[src/rtl/lct_pkg.sv]
// ----------------------------------------------------------------------------
// lct_pkg
// Shared types and constants of the lockbox countdown timer.
// ----------------------------------------------------------------------------
package lct_pkg;

  localparam int unsigned SecW   = 19;
  localparam int unsigned MsW    = 16;
  localparam int unsigned StepW  = 12;
  localparam int unsigned MinW   = 13;
  localparam int unsigned HourW  = 7;
  localparam int unsigned HhmmW  = 14;
  localparam int unsigned AddrW  = 5;
  localparam int unsigned DataW  = 32;

  localparam logic [SecW-1:0] MAX_SECONDS = 19'd359999;
  localparam logic [MsW-1:0]  MS_SAT      = 16'hFFFF;

  // floor(x / 60) as (x * recip) >> shift, exact over the value range
  localparam logic [19:0] SEC_TO_MIN_MUL = 20'd559241;
  localparam int unsigned SecToMinShift  = 25;
  localparam logic [14:0] MIN_TO_HOUR_MUL = 15'd17477;
  localparam int unsigned MinToHourShift  = 20;

  localparam logic [StepW-1:0] RST_SHORT_STEP = 12'd60;
  localparam logic [StepW-1:0] RST_LONG_STEP  = 12'd300;
  localparam logic [MsW-1:0]   RST_SHORT_MS   = 16'd500;
  localparam logic [MsW-1:0]   RST_REPEAT_MS  = 16'd500;
  localparam logic [MsW-1:0]   RST_TPS        = 16'd1000;

  typedef enum logic [2:0] {
    REG_SHORT_PRESS_MS   = 3'd0,
    REG_REPEAT_MS        = 3'd1,
    REG_TICKS_PER_SECOND = 3'd2,
    REG_SHORT_STEP       = 3'd3,
    REG_LONG_STEP        = 3'd4
  } lct_reg_e;

  typedef struct packed {
    logic [MsW-1:0]   short_press_ms;
    logic [MsW-1:0]   repeat_ms;
    logic [MsW-1:0]   ticks_per_second;
    logic [StepW-1:0] short_step_seconds;
    logic [StepW-1:0] long_step_seconds;
  } lct_cfg_t;

  typedef struct packed {
    logic            locked;
    logic [SecW-1:0] seconds;
  } lct_res_t;

endpackage

[src/rtl/lct_cfg_regs.sv]
// ----------------------------------------------------------------------------
// lct_cfg_regs
// APB register bank holding the timer settings.
// ----------------------------------------------------------------------------
module lct_cfg_regs import lct_pkg::*; (
  input  logic             clk_i,
  input  logic             rst_ni,
  input  logic             psel,
  input  logic             penable,
  input  logic             pwrite,
  input  logic [AddrW-1:0] paddr,
  input  logic [DataW-1:0] pwdata,
  output logic [DataW-1:0] prdata,
  output logic             pready,
  output lct_cfg_t         cfg_o
);

  lct_cfg_t cfg_q, cfg_d;
  lct_reg_e idx;
  logic     wr_en;

  assign idx    = lct_reg_e'(paddr[AddrW-1:2]);
  assign wr_en  = psel & penable & pwrite;
  assign pready = 1'b1;
  assign cfg_o  = cfg_q;

  always_comb begin
    cfg_d = cfg_q;
    if (wr_en) begin
      case (idx)
        REG_SHORT_PRESS_MS:   cfg_d.short_press_ms     = pwdata[MsW-1:0];
        REG_REPEAT_MS:        cfg_d.repeat_ms          = pwdata[MsW-1:0];
        REG_TICKS_PER_SECOND: cfg_d.ticks_per_second   = pwdata[MsW-1:0];
        REG_SHORT_STEP:       cfg_d.short_step_seconds = pwdata[StepW-1:0];
        REG_LONG_STEP:        cfg_d.long_step_seconds  = pwdata[StepW-1:0];
        default:              cfg_d = cfg_q;
      endcase
    end
  end

  always_comb begin
    case (idx)
      REG_SHORT_PRESS_MS:   prdata = DataW'(cfg_q.short_press_ms);
      REG_REPEAT_MS:        prdata = DataW'(cfg_q.repeat_ms);
      REG_TICKS_PER_SECOND: prdata = DataW'(cfg_q.ticks_per_second);
      REG_SHORT_STEP:       prdata = DataW'(cfg_q.short_step_seconds);
      REG_LONG_STEP:        prdata = DataW'(cfg_q.long_step_seconds);
      default:              prdata = '0;
    endcase
  end

  always_ff @(posedge clk_i or negedge rst_ni) begin
    if (!rst_ni) begin
      cfg_q.short_press_ms     <= RST_SHORT_MS;
      cfg_q.repeat_ms          <= RST_REPEAT_MS;
      cfg_q.ticks_per_second   <= RST_TPS;
      cfg_q.short_step_seconds <= RST_SHORT_STEP;
      cfg_q.long_step_seconds  <= RST_LONG_STEP;
    end else begin
      cfg_q <= cfg_d;
    end
  end

endmodule

[src/rtl/lct_core.sv]
// ----------------------------------------------------------------------------
// lct_core
// Per-tick state update: button handling in set mode, countdown when locked.
// ----------------------------------------------------------------------------
module lct_core import lct_pkg::*; (
  input  logic     clk_i,
  input  logic     rst_ni,
  input  logic     adv_i,
  input  logic     start_pressed_i,
  input  logic     set_pressed_i,
  input  lct_cfg_t cfg_i,
  output lct_res_t res_o
);

  logic            counting_q, counting_d;
  logic [SecW-1:0] secs_q, secs_d;
  logic            set_was_q, set_was_d;
  logic [MsW-1:0]  hold_q, hold_d;
  logic [MsW-1:0]  pause_q, pause_d;
  logic [MsW-1:0]  sticks_q, sticks_d;

  logic [MsW-1:0]   hold_inc;
  logic [MsW:0]     sticks_inc;
  logic             add_en;
  logic [StepW-1:0] step;
  logic [SecW:0]    sum;

  assign hold_inc   = (hold_q != MS_SAT) ? hold_q + 16'd1 : hold_q;
  assign sticks_inc = {1'b0, sticks_q} + 17'd1;
  assign sum        = {1'b0, secs_q} + (SecW+1)'(step);

  always_comb begin
    counting_d = counting_q;
    secs_d     = secs_q;
    set_was_d  = set_was_q;
    hold_d     = hold_q;
    pause_d    = pause_q;
    sticks_d   = sticks_q;
    add_en     = 1'b0;
    step       = cfg_i.long_step_seconds;
    if (!counting_q) begin
      if (pause_q != '0) begin
        pause_d = pause_q - 16'd1;
        if (set_was_q) begin
          hold_d = hold_inc;
        end
      end else if (start_pressed_i) begin
        counting_d = 1'b1;
        sticks_d   = '0;
      end else if (set_pressed_i != set_was_q) begin
        hold_d    = '0;
        set_was_d = set_pressed_i;
        if (set_pressed_i) begin
          add_en = 1'b1;
          step   = cfg_i.short_step_seconds;
        end
      end else if (set_pressed_i) begin
        hold_d = hold_inc;
        if (hold_inc > cfg_i.short_press_ms) begin
          add_en  = 1'b1;
          pause_d = cfg_i.repeat_ms;
        end
      end
    end else begin
      if (secs_q != '0) begin
        if (sticks_inc >= {1'b0, cfg_i.ticks_per_second}) begin
          secs_d   = secs_q - 19'd1;
          sticks_d = '0;
        end else begin
          sticks_d = sticks_inc[MsW-1:0];
        end
      end else begin
        counting_d = 1'b0;
        sticks_d   = '0;
      end
    end
    if (add_en) begin
      secs_d = (sum > {1'b0, MAX_SECONDS}) ? MAX_SECONDS : sum[SecW-1:0];
    end
  end

  assign res_o.locked  = counting_d;
  assign res_o.seconds = secs_d;

  always_ff @(posedge clk_i or negedge rst_ni) begin
    if (!rst_ni) begin
      counting_q <= 1'b0;
      secs_q     <= '0;
      set_was_q  <= 1'b0;
      hold_q     <= '0;
      pause_q    <= '0;
      sticks_q   <= '0;
    end else if (adv_i) begin
      counting_q <= counting_d;
      secs_q     <= secs_d;
      set_was_q  <= set_was_d;
      hold_q     <= hold_d;
      pause_q    <= pause_d;
      sticks_q   <= sticks_d;
    end
  end

endmodule

[src/rtl/lct_hhmm_pipe.sv]
// ----------------------------------------------------------------------------
// lct_hhmm_pipe
// Result pipeline: seconds to minutes, minutes to hours, HHMM assembly.
// ----------------------------------------------------------------------------
module lct_hhmm_pipe import lct_pkg::*; (
  input  logic             clk_i,
  input  logic             rst_ni,
  input  logic             in_valid_i,
  output logic             in_ready_o,
  input  lct_res_t         res_i,
  output logic             out_valid_o,
  input  logic             out_ready_i,
  output logic             locked_o,
  output logic [SecW-1:0]  remaining_seconds_o,
  output logic [HhmmW-1:0] display_hhmm_o
);

  logic             v1_q, v2_q, v3_q, vo_q;
  logic             en1, en2, en3, eno;
  lct_res_t         r1_q, r2_q, r3_q, ro_q;
  logic [MinW-1:0]  mt2_q, mt3_q;
  logic [HourW-1:0] h3_q;
  logic [HhmmW-1:0] hhmm_q;

  logic [SecW+19:0] min_prod;
  logic [MinW+14:0] hour_prod;
  logic [11:0]      h40;

  assign eno = !vo_q || out_ready_i;
  assign en3 = !v3_q || eno;
  assign en2 = !v2_q || en3;
  assign en1 = !v1_q || en2;
  assign in_ready_o = en1;

  assign min_prod  = (SecW+20)'(r1_q.seconds) * (SecW+20)'(SEC_TO_MIN_MUL);
  assign hour_prod = (MinW+15)'(mt2_q) * (MinW+15)'(MIN_TO_HOUR_MUL);
  assign h40       = 12'({h3_q, 5'b0}) + 12'({h3_q, 3'b0});

  always_ff @(posedge clk_i or negedge rst_ni) begin
    if (!rst_ni) begin
      v1_q <= 1'b0;
      v2_q <= 1'b0;
      v3_q <= 1'b0;
      vo_q <= 1'b0;
    end else begin
      if (en1) v1_q <= in_valid_i;
      if (en2) v2_q <= v1_q;
      if (en3) v3_q <= v2_q;
      if (eno) vo_q <= v3_q;
    end
  end

  always_ff @(posedge clk_i) begin
    if (en1 && in_valid_i) begin
      r1_q <= res_i;
    end
    if (en2 && v1_q) begin
      r2_q  <= r1_q;
      mt2_q <= min_prod[SecToMinShift +: MinW];
    end
    if (en3 && v2_q) begin
      r3_q  <= r2_q;
      mt3_q <= mt2_q;
      h3_q  <= hour_prod[MinToHourShift +: HourW];
    end
    if (eno && v3_q) begin
      ro_q   <= r3_q;
      hhmm_q <= HhmmW'(mt3_q) + HhmmW'(h40);
    end
  end

  assign out_valid_o         = vo_q;
  assign locked_o            = ro_q.locked;
  assign remaining_seconds_o = ro_q.seconds;
  assign display_hhmm_o      = hhmm_q;

endmodule

[src/rtl/lockbox_countdown_timer.sv]
// ----------------------------------------------------------------------------
// lockbox_countdown_timer
// Millisecond-tick lockbox timer: time setting, lock, countdown, HHMM view.
// ----------------------------------------------------------------------------
// channel  | signals                                         | direction
// tick     | in_valid_i/in_ready_o, start_pressed_i, set_... | in
// result   | out_valid_o/out_ready_i, locked_o, remaining... | out
// config   | psel/penable/pwrite/paddr/pwdata/prdata/pready  | APB
//
// One tick per cycle sustained unless a result-side stall fills the pipeline.
// The timer state updates in the transfer cycle; three more registered
// stages convert seconds to HHMM with two reciprocal multipliers.
// Reset loads the default settings and clears the timer to set mode, 0 s.
// A result-side stall fills the four stages, then drops in_ready_o.
// ----------------------------------------------------------------------------
module lockbox_countdown_timer import lct_pkg::*; (
  input  logic             clk_i,
  input  logic             rst_ni,
  input  logic             in_valid_i,
  output logic             in_ready_o,
  input  logic             start_pressed_i,
  input  logic             set_pressed_i,
  output logic             out_valid_o,
  input  logic             out_ready_i,
  output logic             locked_o,
  output logic [SecW-1:0]  remaining_seconds_o,
  output logic [HhmmW-1:0] display_hhmm_o,
  input  logic             psel,
  input  logic             penable,
  input  logic             pwrite,
  input  logic [AddrW-1:0] paddr,
  input  logic [DataW-1:0] pwdata,
  output logic [DataW-1:0] prdata,
  output logic             pready
);

  lct_cfg_t cfg;
  lct_res_t res;
  logic     adv;

  assign adv = in_valid_i & in_ready_o;

  lct_cfg_regs u_regs (
    .clk_i   (clk_i),
    .rst_ni  (rst_ni),
    .psel    (psel),
    .penable (penable),
    .pwrite  (pwrite),
    .paddr   (paddr),
    .pwdata  (pwdata),
    .prdata  (prdata),
    .pready  (pready),
    .cfg_o   (cfg)
  );

  lct_core u_core (
    .clk_i           (clk_i),
    .rst_ni          (rst_ni),
    .adv_i           (adv),
    .start_pressed_i (start_pressed_i),
    .set_pressed_i   (set_pressed_i),
    .cfg_i           (cfg),
    .res_o           (res)
  );

  lct_hhmm_pipe u_pipe (
    .clk_i               (clk_i),
    .rst_ni              (rst_ni),
    .in_valid_i          (in_valid_i),
    .in_ready_o          (in_ready_o),
    .res_i               (res),
    .out_valid_o         (out_valid_o),
    .out_ready_i         (out_ready_i),
    .locked_o            (locked_o),
    .remaining_seconds_o (remaining_seconds_o),
    .display_hhmm_o      (display_hhmm_o)
  );

endmodule

[config.mk]
export PLATFORM = sky130hd
export DESIGN_NAME = lockbox_countdown_timer
export DESIGN_NICKNAME = d
export VERILOG_FILES = /design/src/rtl/lct_pkg.sv /design/src/rtl/lct_cfg_regs.sv /design/src/rtl/lct_core.sv /design/src/rtl/lct_hhmm_pipe.sv /design/src/rtl/lockbox_countdown_timer.sv
export SDC_FILE = /design/constraint.sdc
export NUM_CORES = 1
export LEC_CHECK = 0
export ABC_AREA = 1
export BUFFER_PORTS_ARGS = -buffer_cell sky130_fd_sc_hd__buf_2
export CORE_UTILIZATION = 38
export CTS_BUF_LIST = sky130_fd_sc_hd__clkbuf_16
export DETAILED_ROUTE_END_ITERATION = 8
export RECOVER_POWER = 50
export SYNTH_ARGS = -nofsm -noshare
export SYNTH_HDL_FRONTEND = slang
export SYNTH_SLANG_ARGS = --single-unit
[constraint.sdc]
create_clock -name clk_i -period 6.05 [get_ports clk_i]
set_clock_uncertainty 0.05 [all_clocks]
set_input_delay 0 -clock clk_i [delete_from_list [all_inputs] [get_ports clk_i]]
set_output_delay 0 -clock clk_i [all_outputs]
set_load 0.03 [all_outputs]
==> impl_table.tex <==
\begin{tabular}{lr}
\hline
Metric & Value \\
\hline
\multicolumn{2}{l}{\textbf{Synthesis}} \\
Cell accounting for the most synthesized area & sky130\_fd\_sc\_hd\_\_edfxtp\_1 \\
Post-synth EDFFs & 127 \\
Top cells by area, synth & sky130\_fd\_sc\_hd\_\_edfxtp\_1, sky130\_fd\_sc\_hd\_\_dfrtp\_1, sky130\_fd\_sc\_hd\_\_ha\_1 \\
Top flip-flop cell by instance count after synthesis & sky130\_fd\_sc\_hd\_\_edfxtp\_1 \\
Yosys top cell area share & 0.1931 \\
Top cells by count, synth & sky130\_fd\_sc\_hd\_\_nand2\_1, sky130\_fd\_sc\_hd\_\_inv\_1, sky130\_fd\_sc\_hd\_\_ha\_1 \\
Library cell with the highest instance count after synthesis & sky130\_fd\_sc\_hd\_\_nand2\_1 \\
Share of synthesized area occupied by flip-flops and latches & 0.3785 \\
Number of warnings printed during yosys synthesis & 0 \\
Async SR Flop Fraction & 0.5331 \\
Library cells used by synthesis & 56 \\
Number of flip-flops and latches in the synthesized netlist & 272 \\
Netlist area before placement & 19750 µm² \\
Synthesized area divided by synthesized cell count & 8.680 µm² \\
Mapped Cells & 2275 \\
\multicolumn{2}{l}{\textbf{Floorplan}} \\
Die Span Y & 230.0 µm \\
I/O Pins & 115 \\
Initial standard-cell utilization of the core & 0.3849 \\
Number of rows in the core area & 83 \\
Floorplan die width & 230.0 µm \\
Die Footprint & 52880 µm² \\
Std-Cell Core Area & 51300 µm² \\
\multicolumn{2}{l}{\textbf{Clock network}} \\
CTS tree & yes \\
Clock H-tree levels & 2 \\
PostCTS Resize Cnt & 0 \\
Clock buffer depth & 3 \\
Number of clock sinks & 272 \\
Clock root buffer & sky130\_fd\_sc\_hd\_\_clkbuf\_16 \\
Clock latency reported for the late side of the worst-skew pair & 0.54 ns \\
Clock-pin slew on the worst setup and hold paths & 0.06 ns \\
Total CTS buffers & 34 \\
\multicolumn{2}{l}{\textbf{Timing}} \\
Maximum clock frequency & 201.2 MHz \\
Setup repair after global routing missed its margin & no \\
Max-slew violation total from the final report & 95 \\
Max transition margin & -2.164 \\
Final Cycle Share & 0.8215 \\
Worst Tran Pin Value & 4.746 ns \\
Setup tns final & 0 ns \\
Count of final hold-check violations & 0 \\
Post-layout minimum cycle time & 4.970 ns \\
Count of final setup violators & 0 \\
\multicolumn{2}{l}{\textbf{Worst setup path}} \\
Reg2Reg Depth & 25 \\
Worst Setup End Kind & register \\
Critical path start-end classification & register to register \\
Required @ worst endpoint & 6.28 ns \\
Critical-path maximum fanout & 25 \\
Worst path arrival time & 5.20 ns \\
Type of element launching the critical path & register \\
\multicolumn{2}{l}{\textbf{Route}} \\
Number of nets with antenna violations after routing & 0 \\
Mean routed wirelength per cell & 16.07 µm \\
Vias per cell & 5.057 \\
Routed wire length & 49.52 mm \\
Drt drc & 0 \\
Initial DRC Count & 1136 \\
Number of iterations in the first detailed-routing pass & 5 \\
Number of vias after detailed routing & 15585 \\
\multicolumn{2}{l}{\textbf{Global routing}} \\
Number of antenna violations at the first check in global routing & 0 \\
GR met2 Demand/Resource & 0.3150 \\
All-layer global routing usage & 0.1889 \\
Met3 Use GR & 0.02679 \\
Aggregate global routing overflow & 0 \\
Vias in the first global route & 15311 \\
Layer with the highest usage after global routing & met2 \\
Routing usage on met1 & 0.2529 \\
Pin count of the biggest net entering global routing & 95 \\
Wire length of the first global-routing pass & 79.52 mm \\
\multicolumn{2}{l}{\textbf{Status}} \\
Violated checks & max-capacitance violations, max-slew violations \\
Run status & complete, but fails checks \\
\multicolumn{2}{l}{\textbf{Run}} \\
Maximum Capacitance Violations & 1 \\
\multicolumn{2}{l}{\textbf{Hold path}} \\
Number of cells on the worst hold path & 7 \\
Type of the most critical hold path & input pin to register \\
\multicolumn{2}{l}{\textbf{Placed design}} \\
Detailed placer's ending HPWL & 37.87 mm \\
Routability-driven placement congestion ratio & 0.8974 \\
Port bufs & 79 \\
\multicolumn{2}{l}{\textbf{Layout}} \\
Final layout net count & 2714 \\
Antenna cell count & 0 \\
Area added between synthesis and finish & 11.93\% \\
Share of post-route cells with drive strength above 1 & 0.08077 \\
Count of fill cells added during filler insertion & 5011 \\
\hline
\end{tabular}
layout make-up:
class	instances	area [µm²]	share of cell area
Clock buffer	35	875.8	0.03963
Timing Repair Buffer	109	619.3	0.02802
Tap cell	680	850.8	0.03849
Sequential cell	272	7475	0.3382
Clock inverter	26	277.8	0.01257
Inverter	389	1460	0.06606
Multi-Input combinational cell	1571	10540	0.4770
layout by cell type, fill, tap and decap left out, types with 17 or more instances in the layout:
cell	synthesis	routed
sky130_fd_sc_hd__nor2_1	122	121
sky130_fd_sc_hd__inv_1	376	383
sky130_fd_sc_hd__nand2_1	473	473
sky130_fd_sc_hd__nand3_1	91	91
sky130_fd_sc_hd__clkbuf_1	27	43
sky130_fd_sc_hd__nor3_1	29	29
sky130_fd_sc_hd__and2_1	18	18
sky130_fd_sc_hd__nand2_2	18	18
sky130_fd_sc_hd__o21ai_0	177	177
sky130_fd_sc_hd__o22ai_1	24	24
sky130_fd_sc_hd__buf_2	7	37
sky130_fd_sc_hd__conb_1	2	17
sky130_fd_sc_hd__fa_1	59	59
sky130_fd_sc_hd__dfrtp_1	119	119
sky130_fd_sc_hd__a21oi_1	84	84
sky130_fd_sc_hd__xor2_1	52	52
sky130_fd_sc_hd__edfxtp_1	127	127
sky130_fd_sc_hd__ha_1	232	232
sky130_fd_sc_hd__dfstp_2	26	26
sky130_fd_sc_hd__dlygate4sd3_1	0	21
sky130_fd_sc_hd__nand4_1	31	31
sky130_fd_sc_hd__xnor2_1	17	17
sky130_fd_sc_hd__clkbuf_16	0	35
through the flow:
stage          hold WS, ns  worst slack (ns)  std cells  cell area, µm²  utilization
6_report           0.04157             1.080       3082           22100       0.4308
5_1_grt            0.07660            0.4753       3082           22100       0.4308
4_1_cts            0.02404             1.072       3082           22170       0.4321
3_5_place_dp        0.1267             1.070       3000           20800       0.4055
3_3_place_gp        0.1220             1.193       3000           20800       0.4055
2_1_floorplan      -0.3456             1.739       2290           19800            -
registers in the layout, indices dropped and copies added, names as in the netlist, 7 cells and up:
signal and flops:
u_core.pause_q 16, u_pipe.r2_q 20, u_pipe.display_hhmm_o 14, u_pipe.mt3_q 13, u_pipe.remaining_seconds_o 19, u_pipe.r3_q 20, u_core.secs_q 19, u_pipe.r1_q 20
u_pipe.mt2_q 13, u_regs.cfg_o 72, u_core.sticks_q 16, u_core.hold_q 16, u_pipe.h3_q 7
path summary, 6_finish.rpt:
kind / slack (ns) / endpoint / startpoint
hold reg to reg: 0.37 / u_pipe.remaining_seconds_o[7] / u_pipe.r3_q[7]
setup / recovery: 1.08 / u_pipe.r1_q[2] / u_core.pause_q[0]
hold / removal: 0.04 / u_core.pause_q[15] / start_pressed_i
max in group asynchronous: 1.40 / u_pipe.v2_q / rst_ni
setup reg to reg: 1.08 / u_pipe.r1_q[2] / u_core.pause_q[0]
min in group asynchronous: 1.86 / u_core.hold_q[12] / rst_ni
cell families (layout without fill, tap and decap cells):
family,after synthesis,count (layout),synth area share
buffers and inverters,447,559,0.09099
other,2,17,0.0003803
and+or+nand+nor,838,838,0.1902
AOI/OAI and AO/OA,356,356,0.1025
DFF,272,272,0.3785
xor gates and xnor gates,69,69,0.03060
adders and majority gates,291,291,0.2068
critical path, cell delays in order, from the launching register on:
cell	delay, ns
sky130_fd_sc_hd__dfrtp_1	0.36
sky130_fd_sc_hd__inv_1	0.13
sky130_fd_sc_hd__ha_1	0.21
sky130_fd_sc_hd__nand3_1	0.09
sky130_fd_sc_hd__nor3_1	0.13
sky130_fd_sc_hd__nor3b_4	0.23
sky130_fd_sc_hd__inv_2	0.14
sky130_fd_sc_hd__nor2_2	0.14
sky130_fd_sc_hd__nand3_2	0.36
sky130_fd_sc_hd__nand2_1	0.15
sky130_fd_sc_hd__o21ai_0	0.16
sky130_fd_sc_hd__ha_1	0.26
sky130_fd_sc_hd__fa_1	0.40
sky130_fd_sc_hd__nand3_1	0.11
sky130_fd_sc_hd__nand3_1	0.13
sky130_fd_sc_hd__nand2_1	0.10
sky130_fd_sc_hd__nand2_1	0.10
sky130_fd_sc_hd__nand2_1	0.11
sky130_fd_sc_hd__nand2_1	0.06
sky130_fd_sc_hd__nand2_1	0.05
sky130_fd_sc_hd__nand2_1	0.07
sky130_fd_sc_hd__nand3_1	0.12
sky130_fd_sc_hd__nor2_4	0.06
sky130_fd_sc_hd__a21oi_4	0.54
sky130_fd_sc_hd__nand4_1	0.22
sky130_fd_sc_hd__and2_1	0.22
routing by layer:
metal / vias to the layer above / wire, µm
met5: - / 0
met4: 0 / 1272
met3: 71 / 2642
met2: 431 / 23250
met1: 7384 / 22350
li1: 7699 / -
timing repair:
item	in CTS	in global routing
buffers inserted	0	0
hold buffers	21	0
endpoints found under the hold margin	153	0
Power is not shown: default switching activity piles up to over one toggle a cycle in this logic, so the estimate is an artifact.
